===== config.mk =====
export PLATFORM = sky130hd
export DESIGN_NAME = hole_div
export DESIGN_NICKNAME = d
export VERILOG_FILES = /design/src/rtl/core/hole_pkg.sv /design/src/rtl/core/hole_div.sv
export SDC_FILE = /design/constraint.sdc
export NUM_CORES = 1
export LEC_CHECK = 0
export ABC_AREA = 1
export BUFFER_PORTS_ARGS = -buffer_cell sky130_fd_sc_hd__buf_2
export CAP_MARGIN = 10
export CORE_UTILIZATION = 45
export CTS_BUF_LIST = sky130_fd_sc_hd__clkbuf_2
export DETAILED_ROUTE_END_ITERATION = 8
export PLACE_DENSITY = 0.74
export RECOVER_POWER = 50
export SYNTH_ARGS = -nofsm -noshare
export SYNTH_HDL_FRONTEND = slang
export SYNTH_SLANG_ARGS = --single-unit
export TNS_END_PERCENT = 100

===== constraint.sdc =====
create_clock -name clk_i -period 5.1 [get_ports clk_i]
set_clock_uncertainty 0.15 [all_clocks]
set_input_delay 0 -clock clk_i [delete_from_list [all_inputs] [get_ports clk_i]]
set_output_delay 0 -clock clk_i [all_outputs]
set_load 0.005 [all_outputs]

===== src/rtl/core/hole_pkg.sv =====
`timescale 1ns / 1ps
`default_nettype none
// ----------------------------------------------------------------------------
// hole_pkg: shared types and constants
// Field widths, register indexes, status codes and the divider handshake.
// ----------------------------------------------------------------------------
package hole_pkg;

  localparam int DW        = 32;
  localparam int FB        = 16;
  localparam int LOG_FRAC  = 24;
  localparam int ROOT_BITS = 47;
  localparam int SCALE_W   = 31;
  localparam int GAMMA_W   = 4;
  localparam int CFG_IDX_W = 3;
  localparam int STAT_W    = 2;

  localparam logic [CFG_IDX_W-1:0] CFG_PRESSURE_SCALE = 3'd0;
  localparam logic [CFG_IDX_W-1:0] CFG_DENSITY_SCALE  = 3'd1;
  localparam logic [CFG_IDX_W-1:0] CFG_GRADIENT_SCALE = 3'd2;
  localparam logic [CFG_IDX_W-1:0] CFG_GAMMA_NUM      = 3'd3;
  localparam logic [CFG_IDX_W-1:0] CFG_GAMMA_DEN      = 3'd4;

  localparam logic [STAT_W-1:0] ST_OK       = 2'd0;
  localparam logic [STAT_W-1:0] ST_ZERO_DEN = 2'd1;
  localparam logic [STAT_W-1:0] ST_SAT      = 2'd2;

  localparam logic [SCALE_W-1:0] SCALE_RESET = 31'd65536;
  localparam logic [GAMMA_W-1:0] GAMMA_RESET = 4'd1;

  localparam logic [DW-1:0] SMAX = 32'h7FFF_FFFF;
  localparam logic [DW-1:0] SMIN = 32'h8000_0000;

  // log2 offset of one in Q16.16, with LOG_FRAC fraction bits
  localparam logic signed [30:0] LOG_OFF = 31'(FB * (2 ** LOG_FRAC));

  typedef struct packed {
    logic               start;
    logic signed [63:0] num;
    logic signed [31:0] den;
  } hole_div_req_t;

  typedef struct packed {
    logic               busy;
    logic               done;
    logic               sat;
    logic signed [31:0] quot;
  } hole_div_rsp_t;

endpackage
`default_nettype wire


===== src/rtl/core/hole_div.sv =====
`timescale 1ns / 1ps
`default_nettype none
// ----------------------------------------------------------------------------
// hole_div: serial fixed-point divider
// Computes num * 2^FB / den truncated toward zero, one quotient bit a cycle,
// with clamping to the signed 32-bit range.
// ----------------------------------------------------------------------------
module hole_div import hole_pkg::*; (
  input  logic          clk_i,
  input  logic          rst_ni,
  input  hole_div_req_t req_i,
  output hole_div_rsp_t rsp_o
);

  logic        busy_q, done_q;
  logic [4:0]  cnt_q;
  logic [31:0] rem_q, lo_q, q_q, dd_q, quot_q;
  logic        neg_q, sat_q;

  logic [63:0] n_abs;
  logic [31:0] d_abs;
  logic [46:0] lim;
  logic        big;
  logic [32:0] rem2;
  logic        ge;
  logic [31:0] rem_n, q_n;

  always_comb begin
    n_abs = req_i.num[63] ? 64'(-req_i.num) : req_i.num;
    d_abs = req_i.den[31] ? 32'(-req_i.den) : req_i.den;
    lim   = {d_abs, 15'd0} + 47'(d_abs);
    // quotient above 2^15 cannot fit
    big   = n_abs >= 64'(lim);
    rem2  = {rem_q, lo_q[31]};
    ge    = rem2 >= {1'b0, dd_q};
    rem_n = ge ? 32'(rem2 - {1'b0, dd_q}) : rem2[31:0];
    q_n   = {q_q[30:0], ge};
  end

  always_ff @(posedge clk_i or negedge rst_ni) begin
    if (!rst_ni) begin
      busy_q <= 1'b0;
      done_q <= 1'b0;
      cnt_q  <= '0;
    end else begin
      done_q <= (busy_q && cnt_q == 5'd0) || (!busy_q && req_i.start && big);
      if (busy_q) begin
        cnt_q <= cnt_q - 5'd1;
        if (cnt_q == 5'd0) begin
          busy_q <= 1'b0;
        end
      end else if (req_i.start && !big) begin
        busy_q <= 1'b1;
        cnt_q  <= 5'd31;
      end
    end
  end

  always_ff @(posedge clk_i) begin
    if (busy_q) begin
      rem_q <= rem_n;
      lo_q  <= {lo_q[30:0], 1'b0};
      q_q   <= q_n;
      if (cnt_q == 5'd0) begin
        if (!neg_q) begin
          sat_q  <= q_n[31];
          quot_q <= q_n[31] ? SMAX : q_n;
        end else begin
          sat_q  <= q_n > SMIN;
          quot_q <= (q_n > SMIN) ? SMIN : 32'(-q_n);
        end
      end
    end else if (req_i.start) begin
      neg_q <= req_i.num[63] ^ req_i.den[31];
      dd_q  <= d_abs;
      rem_q <= n_abs[FB+31:FB];
      lo_q  <= {n_abs[FB-1:0], {(DW-FB){1'b0}}};
      q_q   <= '0;
      if (big) begin
        sat_q  <= 1'b1;
        quot_q <= (req_i.num[63] ^ req_i.den[31]) ? SMIN : SMAX;
      end
    end
  end

  assign rsp_o.busy = busy_q;
  assign rsp_o.done = done_q;
  assign rsp_o.sat  = sat_q;
  assign rsp_o.quot = quot_q;

endmodule
`default_nettype wire


==> flow_metrics.env <==
export IMPL_worstSkewPairLatency_ps=780
export IMPL_clock_path_buffers=2
export IMPL_first_global_vias=15093
export IMPL_synth_edf_count=145
export IMPL_final_util=0.559
export IMPL_leakagePower_nw=8.36
export IMPL_ys_warn_count=0
export IMPL_drv_slew=115
export IMPL_timing_critical_path_arrival_ps=5250
export IMPL_finalPower_mw=3.90
export IMPL_cts_buffers=17
export IMPL_cts_sinks=152
export IMPL_core_area_um2=32600
export IMPL_die_height_um=184
export IMPL_clockRootBuffer="clkbuf_2"
export IMPL_grt_use_total=0.307
export IMPL_io_pins=134
export IMPL_maxCapViolCount=2
export IMPL_antenna_found_initial=1
export IMPL_pwr_share_clk=0.172
export IMPL_grt_max_degree=103
export IMPL_ant_nets=0
export IMPL_die_w_um=184
export IMPL_clkTransAtPathRegs_ps=230
export IMPL_max_freq_mhz=204
export IMPL_synthAdderAreaFrac=0.0855
export IMPL_synth_top_cells_by_count="651 x nand2_1, 267 x nor2_1, 248 x inv_1"
export IMPL_synth_area_leaders="edfxtp_1 29%, nand2_1 16%, ha_1 8.3%"
export IMPL_vias=15737
export IMPL_finalCritPeriodShare=0.961
export IMPL_dieArea_um2=34000
export IMPL_hpwl_mm=39.9
export IMPL_synth_seq_cells=152
export IMPL_ys_seq_area_frac=0.303
export IMPL_cts_tree="done"
export IMPL_cp_start_kind="input pin"
export IMPL_area_growth_pct=21.9
export IMPL_place_congestion=1.02
export IMPL_hold_viol=0
export IMPL_synth_top_area_cell="edfxtp_1"
export IMPL_seq_power_share=0.390
export IMPL_grt_pass1_wl_mm=80.2
export IMPL_synth_most_common_cell="nand2_1"
export IMPL_syn_avg_cell_area_um2=6.89
export IMPL_required_ps=5450
export IMPL_synth_compound_area_frac=0.114
export IMPL_crit_fanout=17
export IMPL_p_sw_mw=1.57
export IMPL_combPwrFrac=0.438
export IMPL_port_buffers=133
export IMPL_synth_simple_area_share=0.332
export IMPL_postSynthNetCount=2372
export IMPL_muxShareOfSynthArea=0
export IMPL_worstSetupEndpointType="register"
export IMPL_yosysTopAreaCellShare=0.291
export IMPL_swShare=0.402
export IMPL_hp_class="in -> reg"
export IMPL_dr_pass1_iters=7
export IMPL_async_reset_ff_frac=0.0461
export IMPL_powerDensity_nw_per_um2=214
export IMPL_netlist_area_um2=15000
export IMPL_via_per_inst=5.36
export IMPL_min_period_ps=4900
export IMPL_timing_slew_headroom=-1.27
export IMPL_finalWirelength_mm=51.6
export IMPL_synth_xor_xnor_area_share=0.0839
export IMPL_tightest_slew_ps=3400
export IMPL_synth_top_family_by_area="simple AND/OR/NAND/NOR gates"
export IMPL_htreeDepth=4
export IMPL_drc=0
export IMPL_hold_slack_ps=106
export IMPL_nets=2678
export IMPL_drt_wirelength_per_cell_um=17.6
export IMPL_setup_viol=0
export IMPL_vdd_drop_max_mv=0.126
export IMPL_status="complete, but fails checks"
export IMPL_layout_drive_gt1_share=0.114
export IMPL_crit_type="in -> reg"
export IMPL_row_count=66
export IMPL_overflow=0
export IMPL_synth_cells=2172
export IMPL_drt_initial_drc_count=1367
export IMPL_ys_flop_type="edfxtp_1"
export IMPL_start_util=0.459
export IMPL_synth_cell_types=60
export IMPL_p_int_mw=2.33
export IMPL_violations="max-capacitance violations, max-slew violations"
-- final cells by class --
cell class	instances	area, um2
inverters	265	997
fillers	3191	14400
clock inverters	11	115
diodes	1	2.50
clock buffers	21	105
repair buffers	338	2580
flip-flops and latches	152	4530
multi-input cells	1704	9340
well taps	442	553
-- power by group through the flow --
| stage | Sequential (mW) | Clock (mW) | Combinational, mW |
|---|---|---|---|
| final | 1.52 | 0.671 | 1.71 |
| after global routing | 1.53 | 0.727 | 1.87 |
| after CTS | 1.52 | 0.689 | 1.64 |
| after detailed placement | 1.54 | 0 | 1.51 |
| after global placement | 1.54 | 0 | 1.49 |
| after floorplan | 1.53 | 0 | 1.01 |
-- metal layers --
layer,wire [um],GRT usage
met1,22300,0.401
met2,23500,0.506
met3,3740,0.0383
met4,2080,0.134
met5,0,0
-- worst max-delay path: stages --
cell	delay, ps
dlygate4sd3_1	530
buf_2	140
nor4_1	270
dlygate4sd3_1	590
nand3_1	160
nor3_1	640
ha_1	460
a21oi_1	320
nor2_1	160
nand2_1	90
o21ai_1	60
inv_1	80
nand2_1	90
nand2_1	70
nand2_1	70
ha_1	300
nand4_1	120
o221a_2	260
nand2_1	90
nand2_1	70
nand2_1	100
nand2_2	90
nand2_1	90
nand2_2	70
o21ai_4	120
buf_12	200
-- timing repair --
action                                 4_1_cts  5_1_grt
resized for setup                            0       30
hold buffers                               157        0
setup endpoints to repair                    0       40
endpoints found under the hold margin      162        0
buffers inserted                             0        3
-- logic make-up (layout without fill, tap and decap cells) --
kind of cell               count (synthesis)  count (layout)
adders and majority gates                101             101
and+or+nand+nor                         1169            1169
AOI/OAI and AO/OA                        301             301
other                                      0               1
DFF                                      152             152
xor gates and xnor gates                 133             133
buffers and inverters                    316             635
-- state kept, by name, indices dropped and copies added (netlist names) --
name    cells
busy_q      1
cnt_q       5
dd_q       32
done_q      1
lo_q       16
neg_q       1
q_q        31
quot_q     32
rem_q      32
sat_q       1
-- worst paths after layout --
kind                                 from          to  slack (ps)  cells past startpoint
worst max register to register   dd_q[16]  quot_q[21]         420                     24
max in group asynchronous          rst_ni      busy_q        4010                      4
min in group asynchronous          rst_ni    cnt_q[3]         530                      4
worst max-delay path            req_i[19]   quot_q[5]         200                     26
worst min-delay path            req_i[96]      done_q         110                      6
worst min register to register   cnt_q[0]    cnt_q[0]         370                      2
-- per-stage QoR --
stage	area, um2	setup slack (ps)	instances	setup TNS, ps
final	18200	199	2934	0
after floorplan	15000	84.4	2172	0
after global placement	16300	-159	2740	-5120
after global routing	18200	-22.9	2934	-409
after CTS	18100	90.7	2929	0
after detailed placement	16300	-189	2740	-6190
-- cells in the final DEF (no fill, tap or decap), types with 14 or more instances in the layout --
master and instances:
nand2_1 648, nor2_1 266, inv_1 248, dlygate4sd3_1 156, edfxtp_1 145, o21ai_0 115, buf_2 112, nand3_1 101
ha_1 96, a21oi_1 92, xor2_1 64, xnor2_1 61, buf_4 37, nand4_1 33, nor3_1 29, clkbuf_1 28
clkbuf_2 21, nand2_2 17, o21ai_1 17, inv_2 16, nand3b_1 16, o211ai_1 14
Power figures use the tool's default switching activity.
